===== config.mk =====
export PLATFORM = sky130hd
export DESIGN_NAME = dedup_round_robin_pending_table
export DESIGN_NICKNAME = d
export VERILOG_FILES = /design/src/rtl/core/drpt_pkg.sv /design/src/rtl/core/drpt_slot_store.sv /design/src/rtl/core/dedup_round_robin_pending_table.sv
export SDC_FILE = /design/constraint.sdc
export NUM_CORES = 1
export LEC_CHECK = 0
export ABC_AREA = 0
export ABC_CLOCK_PERIOD_IN_PS = 8850
export BUFFER_PORTS_ARGS = -buffer_cell sky130_fd_sc_hd__buf_2
export CAP_MARGIN = 20
export CORE_UTILIZATION = 35
export CTS_CLUSTER_SIZE = 28
export DETAILED_ROUTE_END_ITERATION = 16
export PLACE_DENSITY = 0.48
export SYNTH_ARGS = -nofsm -noshare
export SYNTH_HDL_FRONTEND = slang
export SYNTH_SLANG_ARGS = --single-unit

===== constraint.sdc =====
create_clock -name clk_i -period 8.85 [get_ports clk_i]
set_clock_uncertainty 0.2 [all_clocks]
set_input_delay 1.77 -clock clk_i [delete_from_list [all_inputs] [get_ports clk_i]]
set_output_delay 1.77 -clock clk_i [all_outputs]
set_load 0.03 [all_outputs]

===== src/rtl/core/drpt_pkg.sv =====
// Shared types and constants for the deduplicating round-robin pending table.
package drpt_pkg;

  // Default table geometry.
  localparam int unsigned DefTableDepth   = 24;
  localparam int unsigned DefRequestWidth = 32;

  // Operation codes carried by the mode field.
  typedef enum logic [1:0] {
    MODE_PEND  = 2'd0,
    MODE_TAKE  = 2'd1,
    MODE_CLEAR = 2'd2
  } mode_e;

  // Sequencer states, one-hot.
  typedef enum logic [2:0] {
    S_IDLE = 3'b001,
    S_SCAN = 3'b010,
    S_DONE = 3'b100
  } state_e;

  // Update commands from the sequencer to the slot store.
  typedef struct packed {
    logic clr;     // empty every slot
    logic wr_en;   // store the write data and mark the slot full
    logic inv_en;  // mark the slot empty
  } slot_cmd_t;

endpackage


===== src/rtl/core/drpt_slot_store.sv =====
// Slot store: request words with one occupancy bit per slot and a single read port.
module drpt_slot_store import drpt_pkg::*; #(
  parameter int unsigned TABLE_DEPTH   = DefTableDepth,
  parameter int unsigned REQUEST_WIDTH = DefRequestWidth,
  parameter int unsigned IdxW          = $clog2(TABLE_DEPTH)
) (
  input  logic                     clk_i,
  input  logic                     rst_ni,
  input  slot_cmd_t                cmd_i,
  input  logic [IdxW-1:0]          wr_idx_i,
  input  logic [REQUEST_WIDTH-1:0] wr_data_i,
  input  logic [IdxW-1:0]          rd_idx_i,
  output logic [REQUEST_WIDTH-1:0] rd_data_o,
  output logic                     rd_valid_o,
  output logic                     any_valid_o
);

  logic [REQUEST_WIDTH-1:0] slots_q [TABLE_DEPTH];
  logic [TABLE_DEPTH-1:0]   valid_q;
  logic [REQUEST_WIDTH-1:0] rd_data_q;
  logic                     rd_valid_q;

  // Request words; an empty slot's word is never looked at. The read is
  // registered, so the data of the slot addressed now shows up next cycle.
  always_ff @(posedge clk_i) begin
    if (cmd_i.wr_en) begin
      slots_q[wr_idx_i] <= wr_data_i;
    end
    rd_data_q <= slots_q[rd_idx_i];
  end

  // Occupancy bits; reset and clear empty the whole table at once.
  always_ff @(posedge clk_i or negedge rst_ni) begin
    if (!rst_ni) begin
      valid_q <= '0;
    end else if (cmd_i.clr) begin
      valid_q <= '0;
    end else if (cmd_i.wr_en) begin
      valid_q[wr_idx_i] <= 1'b1;
    end else if (cmd_i.inv_en) begin
      valid_q[wr_idx_i] <= 1'b0;
    end
  end

  // Occupancy of the addressed slot, registered alongside its data.
  always_ff @(posedge clk_i or negedge rst_ni) begin
    if (!rst_ni) begin
      rd_valid_q <= 1'b0;
    end else begin
      rd_valid_q <= valid_q[rd_idx_i];
    end
  end

  // Single read port driven by the next scan index.
  assign rd_data_o   = rd_data_q;
  assign rd_valid_o  = rd_valid_q;
  assign any_valid_o = |valid_q;

endmodule


===== src/rtl/core/dedup_round_robin_pending_table.sv =====
// Deduplicating round-robin pending table: one slot is read per cycle by a
// small sequencer. A pend of a new request checks every slot for a duplicate
// and remembers the lowest empty one on the way; a pend whose request is
// already pending stops at the matching slot; a take stops at the first full
// slot at or after next_slot, wrapping round; and a clear, a pend of zero or
// an unused mode go straight to the final step. The block is not ready while
// an item is in progress; it is ready again in the cycle after the result is
// loaded into the output register, and a result that is not taken holds the
// next item in its final step.
module dedup_round_robin_pending_table import drpt_pkg::*; #(
  parameter int unsigned TABLE_DEPTH   = DefTableDepth,
  parameter int unsigned REQUEST_WIDTH = DefRequestWidth
) (
  input  logic                     clk_i,
  input  logic                     rst_ni,
  input  logic                     in_valid_i,
  output logic                     in_ready_o,
  input  logic [1:0]               mode_i,
  input  logic [REQUEST_WIDTH-1:0] request_i,
  output logic                     out_valid_o,
  input  logic                     out_ready_i,
  output logic                     accepted_o,
  output logic [REQUEST_WIDTH-1:0] taken_request_o,
  output logic                     table_empty_o
);

  localparam int unsigned IdxW = $clog2(TABLE_DEPTH);
  localparam logic [IdxW-1:0] LastIdx = IdxW'(TABLE_DEPTH - 1);

  state_e                   state_q, state_d;
  logic [IdxW-1:0]          next_slot_q, next_slot_d;
  logic                     out_valid_q, out_valid_d;
  logic [1:0]               mode_q, mode_d;
  logic [REQUEST_WIDTH-1:0] req_q, req_d;
  logic [IdxW-1:0]          idx_q, idx_d;
  logic [IdxW-1:0]          cnt_q, cnt_d;
  logic                     free_found_q, free_found_d;
  logic [IdxW-1:0]          free_idx_q, free_idx_d;
  logic                     acc_q, acc_d;
  logic [REQUEST_WIDTH-1:0] taken_q, taken_d;
  logic                     out_acc_q, out_acc_d;
  logic [REQUEST_WIDTH-1:0] out_taken_q, out_taken_d;
  logic                     out_empty_q, out_empty_d;

  slot_cmd_t                cmd;
  logic [IdxW-1:0]          wr_idx;
  logic [REQUEST_WIDTH-1:0] rd_data;
  logic                     rd_valid;
  logic                     any_valid;
  logic                     last_scan;
  logic [IdxW-1:0]          idx_inc;

  // The store registers its read, so it is addressed with the next scan index.
  drpt_slot_store #(
    .TABLE_DEPTH  (TABLE_DEPTH),
    .REQUEST_WIDTH(REQUEST_WIDTH),
    .IdxW         (IdxW)
  ) u_store (
    .clk_i      (clk_i),
    .rst_ni     (rst_ni),
    .cmd_i      (cmd),
    .wr_idx_i   (wr_idx),
    .wr_data_i  (req_q),
    .rd_idx_i   (idx_d),
    .rd_data_o  (rd_data),
    .rd_valid_o (rd_valid),
    .any_valid_o(any_valid)
  );

  // Round-robin successor of the current scan slot.
  assign idx_inc   = (idx_q == LastIdx) ? '0 : idx_q + 1'b1;
  assign last_scan = (cnt_q == LastIdx);

  // Sequencer: accept, scan one slot per cycle where the mode needs it, then load the result.
  always_comb begin
    state_d      = state_q;
    next_slot_d  = next_slot_q;
    out_valid_d  = out_valid_q;
    mode_d       = mode_q;
    req_d        = req_q;
    idx_d        = idx_q;
    cnt_d        = cnt_q;
    free_found_d = free_found_q;
    free_idx_d   = free_idx_q;
    acc_d        = acc_q;
    taken_d      = taken_q;
    out_acc_d    = out_acc_q;
    out_taken_d  = out_taken_q;
    out_empty_d  = out_empty_q;
    cmd          = '0;
    wr_idx       = idx_q;

    // The output beat leaves when the consumer takes it.
    if (out_valid_q && out_ready_i) begin
      out_valid_d = 1'b0;
    end

    case (state_q)
      S_IDLE: begin
        if (in_valid_i) begin
          mode_d       = mode_i;
          req_d        = request_i;
          acc_d        = 1'b0;
          taken_d      = '0;
          free_found_d = 1'b0;
          cnt_d        = '0;
          state_d      = S_DONE;
          case (mode_i)
            MODE_PEND: begin
              if (request_i != '0) begin
                idx_d   = '0;
                state_d = S_SCAN;
              end
            end
            MODE_TAKE: begin
              idx_d   = next_slot_q;
              state_d = S_SCAN;
            end
            MODE_CLEAR: begin
              cmd.clr     = 1'b1;
              next_slot_d = '0;
            end
            default: begin
            end
          endcase
        end
      end
      S_SCAN: begin
        idx_d = idx_inc;
        cnt_d = cnt_q + 1'b1;
        case (mode_q)
          MODE_PEND: begin
            if (rd_valid && (rd_data == req_q)) begin
              // Already pending: accept without a change.
              acc_d   = 1'b1;
              state_d = S_DONE;
            end else begin
              if (!rd_valid && !free_found_q) begin
                free_found_d = 1'b1;
                free_idx_d   = idx_q;
              end
              if (last_scan) begin
                state_d = S_DONE;
                if (free_found_q || !rd_valid) begin
                  cmd.wr_en = 1'b1;
                  wr_idx    = free_found_q ? free_idx_q : idx_q;
                  acc_d     = 1'b1;
                end
              end
            end
          end
          MODE_TAKE: begin
            if (rd_valid) begin
              cmd.inv_en  = 1'b1;
              taken_d     = rd_data;
              next_slot_d = idx_inc;
              state_d     = S_DONE;
            end else if (last_scan) begin
              state_d = S_DONE;
            end
          end
          default: begin
            state_d = S_DONE;
          end
        endcase
      end
      S_DONE: begin
        if (!out_valid_q || out_ready_i) begin
          out_valid_d = 1'b1;
          out_acc_d   = acc_q;
          out_taken_d = taken_q;
          out_empty_d = !any_valid;
          state_d     = S_IDLE;
        end
      end
      default: begin
        state_d = S_IDLE;
      end
    endcase
  end

  // Control registers.
  always_ff @(posedge clk_i or negedge rst_ni) begin
    if (!rst_ni) begin
      state_q     <= S_IDLE;
      next_slot_q <= '0;
      out_valid_q <= 1'b0;
    end else begin
      state_q     <= state_d;
      next_slot_q <= next_slot_d;
      out_valid_q <= out_valid_d;
    end
  end

  // Working and result registers.
  always_ff @(posedge clk_i) begin
    mode_q       <= mode_d;
    req_q        <= req_d;
    idx_q        <= idx_d;
    cnt_q        <= cnt_d;
    free_found_q <= free_found_d;
    free_idx_q   <= free_idx_d;
    acc_q        <= acc_d;
    taken_q      <= taken_d;
    out_acc_q    <= out_acc_d;
    out_taken_q  <= out_taken_d;
    out_empty_q  <= out_empty_d;
  end

  assign in_ready_o      = (state_q == S_IDLE);
  assign out_valid_o     = out_valid_q;
  assign accepted_o      = out_acc_q;
  assign taken_request_o = out_taken_q;
  assign table_empty_o   = out_empty_q;

endmodule


## After elaboration in Yosys (flattened, before gate mapping)

Memory sizes are Yosys's and may differ from the RTL's. A register that Yosys moved wholly into a read port is not among the register bits.
Cells that the tools add are included.

- Flip-flop bits (word level): 151
- RAM bits: 768
- Input bits: 38
- Output and inout bits: 36
- Word-level logic and storage cells: 133
- Memories: 1

- $add $sub $neg: 2
- Order comparisons: 3
- Eq/ne operators: 19
- Muxes and demuxes: 63
- Bitwise logic cells: 4
- Reductions and logical operators: 25

Memory list:

| name | depth | width | read ports | clocked after memory_dff | wr ports | line | source |
|---|---|---|---|---|---|---|---|
| u_store.slots_q | 24 | 32 | 1 | 1 | 1 | drpt_slot_store.sv:18 | `logic [REQUEST_WIDTH-1:0] slots_q [TABLE_DEPTH];` |

Operator list:

| cell | number |
|---|---|
| 2-to-1 mux 32 bit | 3 |
| 2-to-1 mux 24 bit | 3 |
| 2-to-1 mux 5 bit | 14 |
| one-hot mux 32 bit (2 select lines) | 1 |
| one-hot mux 5 bit (2 select lines) | 4 |
| == test 32 bit | 1 |
| nonzero test 32 bit | 1 |
| AND 24 bit | 1 |
| 2-to-1 mux 1 bit | 24 |
| NOT 24 bit | 1 |
| bitwise OR 24 bit | 1 |
| OR reduction 24 bit | 1 |
| 2-to-1 mux 3 bit | 6 |
| AND reduction 5 bit | 3 |
| less-than comparator 5 x 6 -> 1 bit, second input constant | 2 |
| one-hot mux 3 bit (2 select lines) | 2 |
| adder 5 x 1 -> 5 bit, second input constant | 2 |
| == test 5 bit, second input constant | 2 |
| inequality test 2 bit, second input constant | 5 |
| one-hot mux 3 bit (3 select lines) | 1 |
| AND reduction 2 bit | 4 |
| AND reduction 4 bit | 2 |
| inequality test 2 x 1 -> 1 bit, second input constant | 3 |
| inequality test 3 bit, second input constant | 2 |
| other kinds (17) | 27 |

## Depth between registers and ports, before layout

- Word-level depth: 16
- Mapped depth: 18
- Depth with buffers taken out: 13

## Cells and area by module

A second synthesis with hierarchy kept.

- Cells, all modules: 1769
- Area, all modules: 36391.2 µm²

Modules (own cells, without submodules):

| module | times used | cells an instance | area each (µm²) | seq. area each (µm²) |
|---|---|---|---|---|
| drpt_slot_store | 1 | 1423 | 31176.2 | 24328.3 |
| dedup_round_robin_pending_table | 1 | 346 | 5215.0 | 3689.8 |

## Worst setup path after synthesis

No wires, ideal clock.

- Path type: reg2reg
- Start point: register req_q[23]
- End point: memory u_store.slots_q[21][0] in the netlist's numbering, enable pin
- Library setup time: 421 ps
- Data arrival time: 3780 ps
- Data required time: 8229 ps
- Path slack: 4449 ps
- Cell stages (with the launch flop): 10
- Path buffers: 2
- Period minus slack after synthesis: 4401 ps
- Cells stage by stage: edfxtp_1 xor2_1 nor4_1 nand4_1 nor4_2 nor2_1 buf_2 o31a_1 clkbuf_1 nor2_1

- Longest elaborated chain between the ends: 7
- Elaborated cells between the ends (all ways): 10

Ends and longest elaborated chain:

| item | line | source |
|---|---|---|
| from (decl) | dedup_round_robin_pending_table.sv:34 | `logic [REQUEST_WIDTH-1:0] req_q, req_d;` |
| from (signal assigned) | dedup_round_robin_pending_table.sv:198 | `req_q <= req_d;` |
| == test 32 bit (*) | dedup_round_robin_pending_table.sv:133 | `if (rd_valid && (rd_data == req_q)) begin` |
| logical AND 1 bit (*) | dedup_round_robin_pending_table.sv:133 |  |
| 2-to-1 mux 1 bit | dedup_round_robin_pending_table.sv:133 |  |
| 2-to-1 mux 1 bit | dedup_round_robin_pending_table.sv:131 | `case (mode_q)` |
| 2-to-1 mux 2 bit | dedup_round_robin_pending_table.sv:98 | `case (state_q)` |
| 2-to-1 mux 1 bit | drpt_slot_store.sv:26 | `if (cmd_i.wr_en) begin` |
| 2-to-1 mux 1 bit (not written as such) | drpt_slot_store.sv:27 | `slots_q[wr_idx_i] <= wr_data_i;` |
| to (decl) | drpt_slot_store.sv:18 |  |

Mark *: on every way between the ends. The rest lies on a longest branch, timed or not.

## Final worst setup path

- Start point: register req_q[7]
- End point: memory u_store.slots_q[22][15] in the netlist's numbering, enable pin

Same word-level chain as after synthesis.

==> results.py <==
metrics = {
    "synthesis": {
        "netlist_instances": 2527,
        "syn_area_per_cell_um2": 14.89,
        "synth_ff_type": "edfxtp_1",
        "yosysMostFrequentCell": "edfxtp_1",
        "synth_edf_count": 880,
        "ys_warn_count": 0,
        "synth.top_cell.area_share_pct": 70.24,
        "syn-cell-area_um2": 37620,
        "ys_ff_latch": 951,
        "synthArstFlopShare_pct": 3.575,
        "synth_fp_nets": 2567,
        "yosys-top-cells-area": "edfxtp_1, mux2i_1, nand2_1",
        "ys_types": 64,
        "yosysSeqAreaShare_pct": 74.47,
        "synth_common_cells": "edfxtp_1, nand2_1, mux2i_1, nand3_1, a21oi_1",
        "synth_area_leader_cell": "edfxtp_1",
    },
    "place": {
        "hpwl_um": 59830,
        "port-buffer-count": 73,
        "dpl.cell_count": 3915,
        "gp_congestion": 0.8237,
        "place_area_um2": 39770,
    },
    "floorplanning": {
        "die_x_um": 329.9,
        "io_pins": 74,
        "core_region_area_um2": 105900,
        "dieArea_um2": 108800,
        "core.rowCount": 119,
        "die_h_um": 329.9,
        "initial_core_util_pct": 35.54,
    },
    "sta": {
        "drv_slew": 0,
        "hold_viol": 0,
        "slew_headroom_pct": 22.49,
        "worst_pin_slew_ns": 1.163,
        "period_share_pct": 67.11,
        "period_needed_ns": 5.939,
        "fmax_ghz": 0.1684,
        "fin_setup_tns_ns": 0,
        "setup_viol": 0,
        "rsz0062_at_grt": "false",
    },
    "final_layout": {
        "syn2layout_area_growth_pct": 15.22,
        "diodes": 0,
        "fin_area_um2": 43350,
        "final_cells": 4115,
        "nets": 2676,
        "nFillCells": 9521,
        "drive_above_1_share_pct": 13.36,
        "fin_util_pct": 40.95,
    },
    "critical_path": {
        "arrival_ns": 6.04,
        "crit_type": "flip-flop to flip-flop",
        "endpoint_kind": "flip-flop",
        "r2r_end": "u_store.slots_q[22][15]",
        "worstPathMaxFanout": 25,
        "critPathRequiredTime_ns": 8.96,
        "reg2reg_from": "req_q[7]",
        "reg2reg_depth": 8,
        "reg2reg_slack_ns": 2.91,
        "cp-start-kind": "flip-flop",
    },
    "power_and_ir_drop": {
        "power_mw": 14.67,
        "ir_worst_vdd_v": 0.0002811,
        "p_leak_nw": 14.85,
        "clkPwrFrac_pct": 30.0,
        "p_sw_share_pct": 34.69,
        "p_per_area_nw_per_um2": 338.3,
        "seqPwrFrac_pct": 39.8,
        "p_switching_mw": 5.088,
        "combPwrFrac_pct": 30.2,
        "p_int_mw": 9.578,
    },
    "drt": {
        "num_vias": 21790,
        "viasPerCell": 5.296,
        "drtIter0Drc": 1815,
        "wl_per_cell_um": 25.50,
        "antenna_left": 0,
        "drc_errors": 0,
        "firstDrtPassIters": 5,
        "drt_wl_total_um": 104900,
    },
    "global_route": {
        "antenna_found_initial": 1,
        "grt_max_degree": 171,
        "gr-usage-all-layers_pct": 19.24,
        "grt_pass1_wl_um": 151700,
        "gr-total-overflow": 0,
        "grt_pass1_vias": 21860,
    },
    "min_path": {
        "hp-start": "taken_q[20]",
        "worstHoldEndpoint": "taken_request_o[20]",
        "hold_path_class": "flip-flop to flip-flop",
        "min_path_cells": 0,
    },
    "clocking": {
        "cts_htree_levels": 3,
        "clk_pin_slew_ns": 0.06,
        "hold_buffers": 0,
        "clock_path_buffers": 3,
        "cts_tree": "built",
        "post_cts_buffers": 0,
        "clock-sinks": 951,
        "post_cts_resized": 0,
        "cts-buffers-inserted": 104,
        "clock_latency_ns": 0.66,
        "cts_root_buf": "clkbuf_16",
    },
    "run_status": {
        "status": "finished, final reports clean",
    },
    "run": {
        "drv_cap": 0,
    },
}
power by group through the flow:
stage          combinational, mW  clock (mW)  sequential, mW
2_1_floorplan               3.09           0            5.82
3_3_place_gp                4.35           0            5.93
3_5_place_dp                4.43           0            5.94
4_1_cts                     4.44        4.49            5.85
5_1_grt                     4.80        4.67            5.87
6_report                    4.43        4.40            5.84
cells in the final DEF, fill, tap and decap left out, types with 7 or more instances in the layout:
cell type   count
nor4_1         46
a21oi_1        94
edfxtp_1      880
clkinv_1       15
o22ai_1        65
nor2_4         20
clkbuf_1       19
nor2_1         24
nand4_1         8
a31oi_1        14
dfxtp_1        37
a32oi_1        40
nand3_1       137
buf_4          61
inv_2           9
buf_2          75
nor4_2          8
nor2b_1         7
buf_12          7
nand2b_1        9
dfrtp_1        33
mux2i_1       286
clkbuf_16     105
nor3_1         10
xor2_1         29
clkinvlp_4      8
o21ai_0        19
xnor2_1         8
a211oi_1       42
and2_1         34
clkinv_2       25
nand2_1       448
bufinv_16      15
metrics by stage:
| step | hold WS, ns | worst slack [ns] |
|---|---|---|
| after floorplan | 0.2003 | 4.449 |
| after global placement | 0.2004 | 1.522 |
| after detailed placement | 0.2052 | 2.229 |
| after CTS | 0.2197 | 2.846 |
| after global routing | 0.2287 | 2.667 |
| final | 0.2177 | 2.911 |
worst max-delay path by stage:
stage,start,end,slack (ns),cells after the start
after floorplan,req_q[23],u_store.slots_q[21][0],4.45,9
after global placement,request_i[25],u_store.rd_data_o[13],1.52,12
after detailed placement,request_i[0],u_store.rd_data_o[11],2.23,12
after CTS,req_q[7],u_store.slots_q[17][29],2.85,8
after global routing,request_i[0],u_store.rd_data_o[11],2.67,12
final,req_q[7],u_store.slots_q[22][15],2.91,8
per-layer routing:
metal / up-vias / part of all wire, % / global-route usage [%]
met5: - / 0 / 0
met3: 129 / 4.6 / 2.354
met4: 0 / 2.0 / 5.233
li1: 9826 / - / -
met1: 11260 / 45 / 26.09
met2: 574 / 49 / 32.54
cell families (layout without fill, tap and decap cells):
| kind of cell | count (synthesis) | count (layout) | share of synthesized area, % |
|---|---|---|---|
| XOR/XNOR | 37 | 37 | 0.8613 |
| AND/OR/NAND/NOR | 774 | 774 | 9.298 |
| buffers and inverters | 160 | 357 | 2.148 |
| flip-flops | 951 | 951 | 74.47 |
| multiplexers | 291 | 291 | 7.759 |
| AO/OA/AOI/OAI | 312 | 312 | 5.397 |
| adder cells (fa/ha/maj) | 2 | 2 | 0.06650 |
area by class of cell:
class	instances	area [µm²]	area share [%]
Timing Repair Buffer	146	1040	2.399
Clock inverter	68	750.7	1.732
Clock buffer	126	2726	6.289
Multi-Input combinational cell	1416	8996	20.75
Inverter	17	77.57	0.1790
Sequential cell	951	28020	64.63
Tap cell	1391	1740	4.015
state kept, by name, summed over array words and instances (netlist names):
signal,count
u_store.rd_data_o,32
state_q,3
free_idx_q,5
u_store.rd_valid_o,1
mode_q,2
accepted_o,1
out_valid_o,1
table_empty_o,1
taken_request_o,32
taken_q,32
u_store.slots_q,768
u_store.valid_q,24
next_slot_q,5
idx_q,5
free_found_q,1
req_q,32
cnt_q,5
acc_q,1
worst max-delay path, cell delays in order (launching register included):
cell and delay (ns):
edfxtp_1 0.93, xor2_1 0.17, nor4_1 0.88, nand4_1 0.41, nor4_2 0.66, nor2_1 0.38
o31a_1 0.59, nor2_4 0.76, buf_4 0.49
Power figures use the tool's default switching activity.
